### src/tps_pkg.sv
// ----------------------------------------------------------------------------
// Triangle plane splitter package
// Shared types and constants for the splitter core and its sub-units.
// ----------------------------------------------------------------------------
package tps_pkg;

  localparam int unsigned MaxTriangles = 4096;
  localparam int unsigned MemoDepth    = 4096;
  localparam int unsigned MemoAw       = $clog2(MemoDepth);
  localparam int unsigned CoordW       = 32;
  localparam int unsigned CountW       = 13;
  localparam int unsigned IndexW       = 12;
  localparam int unsigned KindW        = 3;
  localparam int unsigned MagW         = CoordW + 1;
  localparam int unsigned ProdW        = 2 * MagW;
  localparam int unsigned StepW        = $clog2(ProdW + 1);

  typedef logic [2:0][CoordW-1:0] vec_t;

  typedef enum logic [KindW-1:0] {
    KIND_NEW_LOW   = 3'd0,
    KIND_NEW_HIGH  = 3'd1,
    KIND_MEMO_LOW  = 3'd2,
    KIND_MEMO_HIGH = 3'd3,
    KIND_NO_CROSS  = 3'd4,
    KIND_OVERFLOW  = 3'd5
  } kind_e;

  typedef enum logic [1:0] {
    AXIS_X = 2'd0,
    AXIS_Y = 2'd1,
    AXIS_Z = 2'd2,
    AXIS_W = 2'd3
  } axis_e;

  typedef enum logic [1:0] {
    MODE_SPLIT,
    MODE_REPLAY,
    MODE_NO_CROSS,
    MODE_OVERFLOW
  } mode_e;

  typedef enum logic [2:0] {
    ST_CLEAR,
    ST_IDLE,
    ST_LOOKUP,
    ST_START,
    ST_WAIT,
    ST_EMIT
  } core_state_e;

  typedef enum logic [1:0] {
    MD_IDLE,
    MD_MUL,
    MD_DIV,
    MD_DONE
  } md_state_e;

  typedef struct packed {
    logic              valid;
    logic              lone_low;
    logic [IndexW-1:0] base;
  } memo_entry_t;

  typedef struct packed {
    logic                   start;
    logic signed [MagW-1:0] d;
    logic signed [MagW-1:0] h;
    logic signed [MagW-1:0] a;
  } md_req_t;

  typedef struct packed {
    logic                   done;
    logic signed [MagW:0]   q;
  } md_rsp_t;

endpackage

### src/tps_muldiv.sv
// ----------------------------------------------------------------------------
// Scaled quotient unit
// Computes (d * h) / a truncated toward zero with a bit-serial multiply
// followed by a bit-serial restoring division.
// ----------------------------------------------------------------------------
module tps_muldiv (
  input  logic             clk_i,
  input  logic             rst_ni,
  input  tps_pkg::md_req_t req_i,
  output tps_pkg::md_rsp_t rsp_o
);

  localparam int unsigned MagW  = tps_pkg::MagW;
  localparam int unsigned ProdW = tps_pkg::ProdW;
  localparam int unsigned StepW = tps_pkg::StepW;

  tps_pkg::md_state_e state_q, state_d;
  logic [StepW-1:0]   step_q;
  logic [ProdW-1:0]   acc_q;
  logic [MagW-1:0]    x_q;
  logic [MagW-1:0]    div_q;
  logic [MagW-1:0]    rem_q;
  logic               neg_q;

  logic [MagW:0]      mul_sum;
  logic [MagW:0]      rem_sh;
  logic               q_bit;
  logic [MagW:0]      q_ext;

  function automatic logic [MagW-1:0] mag(input logic signed [MagW-1:0] v);
    mag = v[MagW-1] ? MagW'(-v) : MagW'(v);
  endfunction

  assign mul_sum = {1'b0, acc_q[ProdW-1:MagW]} + {1'b0, x_q};
  assign rem_sh  = {rem_q, acc_q[ProdW-1]};
  assign q_bit   = rem_sh >= {1'b0, div_q};

  always_comb begin
    state_d = state_q;
    case (state_q)
      tps_pkg::MD_IDLE: if (req_i.start) state_d = tps_pkg::MD_MUL;
      tps_pkg::MD_MUL:  if (step_q == StepW'(MagW - 1)) state_d = tps_pkg::MD_DIV;
      tps_pkg::MD_DIV:  if (step_q == StepW'(ProdW - 1)) state_d = tps_pkg::MD_DONE;
      tps_pkg::MD_DONE: state_d = tps_pkg::MD_IDLE;
      default:          state_d = tps_pkg::MD_IDLE;
    endcase
  end

  always_comb begin
    q_ext = {1'b0, acc_q[MagW-1:0]};
    rsp_o.done = (state_q == tps_pkg::MD_DONE);
    if (div_q == '0) begin
      rsp_o.q = '0;
    end else if (neg_q) begin
      rsp_o.q = -$signed(q_ext);
    end else begin
      rsp_o.q = $signed(q_ext);
    end
  end

  always_ff @(posedge clk_i or negedge rst_ni) begin
    if (!rst_ni) begin
      state_q <= tps_pkg::MD_IDLE;
      step_q  <= '0;
    end else begin
      state_q <= state_d;
      if (state_q != state_d) begin
        step_q <= '0;
      end else begin
        step_q <= step_q + StepW'(1);
      end
    end
  end

  always_ff @(posedge clk_i) begin
    case (state_q)
      tps_pkg::MD_IDLE: begin
        if (req_i.start) begin
          x_q   <= mag(req_i.d);
          div_q <= mag(req_i.a);
          acc_q <= {{(ProdW - MagW){1'b0}}, mag(req_i.h)};
          rem_q <= '0;
          neg_q <= req_i.d[MagW-1] ^ req_i.h[MagW-1] ^ req_i.a[MagW-1];
        end
      end
      tps_pkg::MD_MUL: begin
        if (acc_q[0]) begin
          acc_q <= {mul_sum, acc_q[MagW-1:1]};
        end else begin
          acc_q <= {1'b0, acc_q[ProdW-1:1]};
        end
      end
      tps_pkg::MD_DIV: begin
        acc_q <= {acc_q[ProdW-2:0], q_bit};
        if (q_bit) begin
          rem_q <= MagW'(rem_sh - {1'b0, div_q});
        end else begin
          rem_q <= rem_sh[MagW-1:0];
        end
      end
      default: begin
      end
    endcase
  end

endmodule

### config.mk
export PLATFORM = sky130hd
export DESIGN_NAME = tps_muldiv
export DESIGN_NICKNAME = d
export VERILOG_FILES = /design/src/tps_pkg.sv /design/src/tps_muldiv.sv
export SDC_FILE = /design/constraint.sdc
export NUM_CORES = 1
export LEC_CHECK = 0
export BUFFER_PORTS_ARGS = -buffer_cell sky130_fd_sc_hd__buf_2
export CAP_MARGIN = 20
export CORE_ASPECT_RATIO = 1.2
export CORE_UTILIZATION = 45
export CTS_BUF_LIST = sky130_fd_sc_hd__clkbuf_8
export CTS_CLUSTER_DIAMETER = 60
export DETAILED_ROUTE_END_ITERATION = 8
export SYNTH_ARGS = -nofsm -noshare
export SYNTH_HDL_FRONTEND = slang
export SYNTH_SLANG_ARGS = --single-unit
### constraint.sdc
create_clock -name clk_i -period 9.7 [get_ports clk_i]
set_clock_uncertainty 0.15 [all_clocks]
set_input_delay 1.455 -clock clk_i [delete_from_list [all_inputs] [get_ports clk_i]]
set_output_delay 1.455 -clock clk_i [all_outputs]
set_load 0.02 [all_outputs]
==> flow_metrics.tcl, run 1 <==
set metrics [dict create \
    outcome "finished, final reports clean" \
    holdBufCountCts 0 \
    layout_common_cells "edfxtp_1, buf_2, nand2_1" \
    place_congestion 0.854 \
    leakage_uw 0.00592 \
    cts-root-buf "clkbuf_8" \
    diodes 0 \
    syn-instance-count 1446 \
    max-slew-margin-rel 0.238 \
    finalCritPeriodShare 0.608 \
    rows 69 \
    clkTransAtPathRegs_ps 90 \
    worstPathCellList "buf_4 -> inv_2 -> ha_1 -> nand2b_1 -> or4_4 -> or3_4 -> or3_4 -> or3_4 -> or3_4 -> o31ai_4 -> xor2_1 -> nor2_1 -> buf_2" \
    io_buffer_count 136 \
    cp_slowest_stage_delay_ps 510 \
    synth.avg_cell_area_um2 9.33 \
    slowest_stage "or4_4" \
    hold_violations 0 \
    start_util 0.457 \
    die_h_um 192 \
    multi_input_area_mm2 0.00783 \
    synth.top_cell.area_share 0.369 \
    critPathLaunchType "register" \
    finalPower_uw 3430 \
    path_buf_inv 3 \
    postCtsSetupBuffers 0 \
    utilization 0.506 \
    numCtsBuffers 17 \
    pin_count 137 \
    gr-total-overflow 0 \
    crit_family "simple AND/OR/NAND/NOR gates" \
    yosys_warnings 0 \
    postSynthRegisterBits 175 \
    wl_um 35200 \
    die_x_um 160 \
    yosys-top-cells-area "edfxtp_1, ha_1, xnor2_1" \
    grt_setup_unrepaired "no" \
    ys_seq_area_frac 0.386 \
    synth.distinct_cells 70 \
    drive_gt1_frac 0.136 \
    clockBufferDepth 2 \
    grt_use_total 0.233 \
    cap_violations 0 \
    cp_data_arrival_time_ps 4290 \
    area_growth_pct 10.8 \
    crit_fanout 31 \
    die-area_mm2 0.0307 \
    fmax_mhz 170 \
    slew_viol_final 0 \
    tritoncts "built" \
    setup_viol 0 \
    cts_sinks 175 \
    postRouteAntennaNets 0 \
    register_area_mm2 0.00521 \
    grt_pass1_vias 11185 \
    power_density_mw_per_mm2 229 \
    dp_hpwl_um 25500 \
    fillers 2856 \
    final_common_cell "edfxtp_1" \
    final_nets 1729 \
    synth_async_sr_flop_share 0.0514 \
    yosysTopAreaCell "edfxtp_1" \
    viasPerCell 5.91 \
    drc 0 \
    grt_pass1_wl_um 57300 \
    synth_area_mm2 0.0135 \
    critical_path_class "reg2out" \
    worst-endpoint-required_ps 8100 \
    endpoint_kind "primary output" \
    ir_drop_v 0.0000978 \
    initialDrtViolationCount 883 \
    finalSetupTns_ps 0 \
    cts-htree-levels 4 \
    synth_nets 1627 \
    core_mm2 0.0295 \
    hold_path.class "reg2reg" \
    grt_max_degree 79 \
    worst_slew_pin_slew_ps 1140 \
    period_minus_slack_ps 5890 \
    vias 11522 \
    firstDrtPassIters 5 \
    synth_edf_count 166 \
    wire_per_inst_um 18.0 \
    grt_antenna_before_repair 1 \
    ys.flop_type "edfxtp_1" \
    cts_resized 0 \
    cp_common_cell "or3_4" \
    clk_latency_ps 480 \
]
-- sequential cells by signal, summed over array words and instances (netlist names) --
| signal | count |
|---|---|
| x_q | 33 |
| state_q | 2 |
| neg_q | 1 |
| acc_q | 66 |
| rem_q | 33 |
| div_q | 33 |
| step_q | 7 |
-- per-layer routing --
metal,wire length (µm),vias up,track usage
met1,15300,5520,0.291
li1,-,5658,-
met5,12,-,0
met3,1320,47,0.0315
met4,870,2,0.0817
met2,17700,295,0.411
-- layout make-up --
class                   instances  area share
clock buffers                  17      0.0156
clock inverters                15      0.0129
multi-input cells            1144       0.523
well taps                     390      0.0326
inverters                      62      0.0156
flip-flops and latches        175       0.348
repair buffers                148      0.0515
-- Yosys cell counts, drive strengths merged, types with 4 or more instances --
cell,n
a21o,35
a31oi,9
ha,77
buf,11
nand3,39
a221oi,31
or4,20
o311ai,4
and3,10
or2,9
nand2b,13
nor3,22
mux2i,7
o21a,13
nor4,15
a211oi,12
o31ai,41
inv,60
mux2,10
nand2,111
dfrtp,9
nor2,103
edfxtp,166
o22ai,7
nand4,12
xnor2,107
o41ai,17
a22oi,23
nor2b,16
clkbuf,54
o211ai,8
xor2,71
o2bb2ai,6
a21oi,109
or3,34
o21ai,102
nor3b,5
-- report_power, final --
part / total (µW) / switching [µW] / internal [µW] / leakage [µW]
combinational: 1610 / 870 / 738 / 0.00394
clock: 568 / 288 / 280 / 0.000209
sequential: 1250 / 179 / 1070 / 0.00177
-- logic make-up after synthesis --
| group | share of synthesized area |
|---|---|
| compound gates | 0.219 |
| simple gates | 0.156 |
| xor+xnor | 0.116 |
| flops | 0.386 |
| buf+inv | 0.0353 |
| fa+ha+maj | 0.0744 |
| mux | 0.0135 |
-- metrics by stage --
step / hold slack [ps] / instance area [µm²] / cells / worst slack (ps)
2_1_floorplan: 324 / 13500 / 1446 / 2970
3_3_place_gp: 353 / 14500 / 1919 / 4350
3_5_place_dp: 361 / 14500 / 1919 / 4310
4_1_cts: 374 / 15000 / 1951 / 3770
5_1_grt: 396 / 15000 / 1951 / 3570
6_report: 368 / 15000 / 1951 / 3810
-- path summary, 6_finish.rpt --
path,from,endpoint,slack (ps),depth (start not counted)
setup / recovery,acc_q[0],rsp_o[28],3810,13
max in group asynchronous,rst_ni,step_q[2],8570,1
hold reg to reg,step_q[0],step_q[0],370,1
min in group asynchronous,rst_ni,step_q[4],660,1
setup reg to reg,acc_q[65],rem_q[30],5040,12
hold / removal,step_q[0],step_q[0],370,1
No activity file was read; power rests on OpenSTA's default activity.
==> inputs of run 2 (changes only) <==
Clock period 9.7 ns to 5.54 ns, I/O delays scaled along.
==> flow_metrics.tcl, run 2 (same netlist as run 1, synthesis figures left out) <==
set metrics [dict create \
    leakage_uw 0.00594 \
    numCtsBuffers 17 \
    layout_common_cells "edfxtp_1, buf_2, nand2_1" \
    max-slew-margin-rel 0.304 \
    finalSetupTns_ps 0 \
    rows 69 \
    cts-root-buf "clkbuf_8" \
    finalCritPeriodShare 0.927 \
    whs_ps 31.3 \
    r2r_cells 12 \
    outcome "finished, final reports clean" \
    cts_resized 0 \
    fmax_mhz 195 \
    area_growth_pct 10.8 \
    largest_register_ffs 66 \
    clkTransAtPathRegs_ps 100 \
    die_x_um 160 \
    fillers 2853 \
    grt_pass1_wl_um 56900 \
    postRouteAntennaNets 0 \
    critical_path_class "reg2out" \
    register_area_mm2 0.00521 \
    period_minus_slack_ps 5130 \
    clk_latency_ps 490 \
    crit_fanout 7 \
    wire_per_inst_um 17.9 \
    holdBufCountCts 0 \
    cts-htree-levels 4 \
    postCtsSetupBuffers 0 \
    cp_slowest_stage_delay_ps 590 \
    grt_antenna_before_repair 1 \
    endpoint_kind "primary output" \
    multi_input_area_mm2 0.00783 \
    crit_start "acc_q[3]" \
    setup_viol 0 \
    worst_slew_pin_slew_ps 1040 \
    core_mm2 0.0295 \
    place_congestion 0.862 \
    wl_um 35100 \
    largest_register "acc_q" \
    dp_hpwl_um 25900 \
    die_h_um 192 \
    reg2reg_slack_ps 970 \
    die-area_mm2 0.0307 \
    ir_drop_v 0.000171 \
    setup.worst_path.end "rsp_o[28]" \
    pin_count 137 \
    drc 0 \
    cts_sinks 175 \
    viasPerCell 5.90 \
    grt_use_total 0.232 \
    finalPower_uw 5940 \
    worst-endpoint-required_ps 4560 \
    power_density_mw_per_mm2 398 \
    vias 11527 \
    firstDrtPassIters 6 \
    timing.rr.start "acc_q[65]" \
    grt_max_degree 88 \
    cap_violations 0 \
    grt_pass1_vias 11108 \
    cp_data_arrival_time_ps 4150 \
    initialDrtViolationCount 831 \
    hold_path.class "in2async" \
    worstPathCellList "or4_4 -> or4_4 -> or3_4 -> or3_4 -> or3_4 -> or3_4 -> o31ai_4 -> xor2_1 -> nor2_1 -> buf_2" \
    cp_common_cell "or3_4" \
    final_nets 1732 \
    critPathLaunchType "register" \
    final_common_cell "edfxtp_1" \
    drive_gt1_frac 0.137 \
    slew_viol_final 0 \
    gr-total-overflow 0 \
    clockBufferDepth 2 \
    hold_violations 0 \
    start_util 0.457 \
    worst_r2r_endpoint "rem_q[30]" \
    tritoncts "built" \
    grt_setup_unrepaired "no" \
    slowest_stage "or4_4" \
    io_buffer_count 136 \
]
==> run 2: cell types whose count changed in the layout (fill, tap and decap cells not counted), moves of 2 or more <==
cell,before,now
buf_4,12,14
bufinv_16,4,2
clkinv_4,0,4
clkinvlp_4,4,2
inv_1,60,58
==> run 2: worst max-delay path, delay by kind of cell (launching register included) <==
kind | cells | cell delay, ps
AND/OR/NAND/NOR | 7 | 2660
flip-flops | 1 | 500
XOR/XNOR | 1 | 170
AO/OA/AOI/OAI | 1 | 190
buffers and inverters | 1 | 170
==> run 2: report_power, final <==
part           internal, µW  switching, µW
clock                   406            525
sequential             1870            320
combinational          1300           1520
==> run 2: area by class of cell <==
class / instances / share of cell area
antenna: 1 / 0.000167
sequential: 175 / 0.348
timing repair buffer: 151 / 0.0534
clock buffer: 17 / 0.0156
tap: 390 / 0.0326
multi-input combinational: 1144 / 0.523
clock inverter: 15 / 0.0107
inverter: 62 / 0.0156
==> run 2: how the worst min path moves through the flow <==
stage | endpoint | slack [ps] | depth (start not counted) | start
4_1_cts | step_q[4] | 20 | 1 | rst_ni
2_1_floorplan | step_q[0] | 320 | 1 | step_q[0]
6_report | step_q[4] | 30 | 1 | rst_ni
3_5_place_dp | step_q[0] | 360 | 1 | step_q[0]
5_1_grt | state_q[0] | 30 | 1 | rst_ni
3_3_place_gp | step_q[0] | 350 | 1 | step_q[0]
==> run 2: per-layer routing <==
metal  up-vias  wire length, µm  global-route usage
li1       5674                -                   -
met1      5496            15300               0.288
met2       288            17400               0.404
met3        67             1270              0.0315
met4         2             1040              0.0956
met5         -               13                   0
==> run 2: metrics by stage <==
step                      instances  cell area (µm²)  utilization  worst slack [ps]
after global routing           1954            14900        0.506               261
after global placement         1921            14500        0.493               966
after floorplan                1446            13500            -               597
after CTS                      1953            14900        0.506               393
after detailed placement       1921            14500        0.493               956
final                          1955            15000        0.506               406
==> inputs of run 3 (changes only) <==
Settings changed: REMOVE_ABC_BUFFERS set to 1, TNS_END_PERCENT set to 20.
==> flow_metrics.tcl, run 3 (same netlist as run 1, synthesis figures left out) <==
set metrics [dict create \
    rows 69 \
    area_growth_pct 11.1 \
    clk_latency_ps 490 \
    finalCritPeriodShare 0.920 \
    initialDrtViolationCount 803 \
    hold_violations 0 \
    final_area_mm2 0.0150 \
    largest_register_ffs 66 \
    worst-endpoint-required_ps 4560 \
    finalPower_uw 6030 \
    pin_count 137 \
    r2r_cells 13 \
    grt_pass1_wl_um 56900 \
    vias 11552 \
    firstDrtPassIters 5 \
    gr-total-overflow 0 \
    dp_hpwl_um 26600 \
    critPathLaunchType "register" \
    clockBufferDepth 2 \
    endpoint_kind "primary output" \
    io_buffer_count 136 \
    reg2reg_slack_ps 1290 \
    ir_drop_v 0.000155 \
    dr_wl_met3_um 1460 \
    layout_common_cells "edfxtp_1, buf_2, nand2_1" \
    drive_gt1_frac 0.138 \
    wl_um 35900 \
    grt_max_degree 72 \
    postRouteAntennaNets 0 \
    grt_antenna_before_repair 5 \
    cts_sinks 175 \
    wire_per_inst_um 18.3 \
    grt_use_total 0.234 \
    worstPathCellList "or4_4 -> or4_4 -> or3_4 -> or3_4 -> or3_4 -> or3_4 -> o31ai_4 -> xor2_1 -> nor2_1 -> buf_2" \
    setup_viol 0 \
    power_frac_seq 0.364 \
    critical_path_class "reg2out" \
    die-area_mm2 0.0307 \
    cp_common_cell "or3_4" \
    cts-htree-levels 4 \
    combPwrFrac 0.471 \
    met1_length_um 14900 \
    clkTransAtPathRegs_ps 100 \
    hold_path.class "in2async" \
    max-slew-margin-rel 0.326 \
    grt_setup_unrepaired "no" \
    outcome "finished, final reports clean" \
    cp_slowest_stage_delay_ps 590 \
    utilization 0.508 \
    power_density_mw_per_mm2 402 \
    slew_viol_final 0 \
    place_congestion 0.883 \
    cts_resized 0 \
    placed_area_mm2 0.0145 \
    die_h_um 192 \
    period_minus_slack_ps 5100 \
    grt_pass1_vias 11165 \
    worst_slew_pin_slew_ps 1010 \
    power.net_switching_uw 2360 \
    highest_layer "met5" \
    leakage_uw 0.00596 \
    p_int_uw 3660 \
    tritoncts "built" \
    largest_register "acc_q" \
    final_common_cell "edfxtp_1" \
    cp_data_arrival_time_ps 4120 \
    drc 0 \
    p_sw_frac 0.392 \
    met2_length_um 18400 \
    die_x_um 160 \
    slowest_stage "or4_4" \
    postCtsSetupBuffers 0 \
    core_mm2 0.0295 \
    holdBufCountCts 0 \
    start_util 0.457 \
    final_nets 1732 \
    viasPerCell 5.90 \
    cts-root-buf "clkbuf_8" \
    cap_violations 0 \
    crit_fanout 7 \
    clock_power_share 0.165 \
    numCtsBuffers 17 \
    whs_ps 36.9 \
    fmax_mhz 196 \
]
-- run 3: changes by cell type in the layout (fill, tap and decap cells not counted), sizes merged --
cell / delta
clkinvlp: +1
bufinv: +2
diode: +3
clkinv: -3
-- run 3: worst paths after layout --
| kind | startpoint | endpoint |
|---|---|---|
| setup reg to reg | acc_q[65] | rem_q[0] |
| hold / removal | rst_ni | step_q[4] |
| min in group clk_i | step_q[0] | step_q[0] |
| setup / recovery | acc_q[3] | rsp_o[28] |
| max in group asynchronous | rst_ni | state_q[0] |
| hold reg to reg | step_q[0] | step_q[0] |
-- run 3: stage by stage --
step           std cells  TNS [ps]  worst slack (ps)
4_1_cts             1953         0               399
3_5_place_dp        1921         0               947
5_1_grt             1956         0               239
3_3_place_gp        1921         0               959
2_1_floorplan       1381   -173820             -2630
6_report            1958         0               442
-- run 3: cell type report --
cell class              instances  area (µm²)
clock buffers                  17         234
repair buffers                151         798
diodes                          4        10.0
flip-flops and latches        175        5210
well taps                     390         488
multi-input cells            1144        7830
fillers                      2819       14500
clock inverters                15         191
inverters                      62         233
-- run 3: power by group through the flow --
stage | clock network, µW | logic [µW] | registers (µW)
floorplan | 0 | 2220 | 2100
global placement | 0 | 2770 | 2220
detailed placement | 0 | 2810 | 2220
CTS | 1020 | 2820 | 2190
global route | 1060 | 3170 | 2230
finish | 995 | 2840 | 2190
-- run 3: per-layer routing --
layer / vias up / global-route usage
met5: - / 0
met4: 2 / 0.105
met3: 64 / 0.0313
met2: 290 / 0.426
met1: 5512 / 0.273
li1: 5684 / -
-- run 3: critical path: cells and delay by family, from the launching register on --
| kind | cells | cell delay, ps |
|---|---|---|
| XOR/XNOR | 1 | 170 |
| AO/OA/AOI/OAI | 1 | 180 |
| AND/OR/NAND/NOR | 7 | 2640 |
| flip-flops | 1 | 500 |
| buffers and inverters | 1 | 170 |
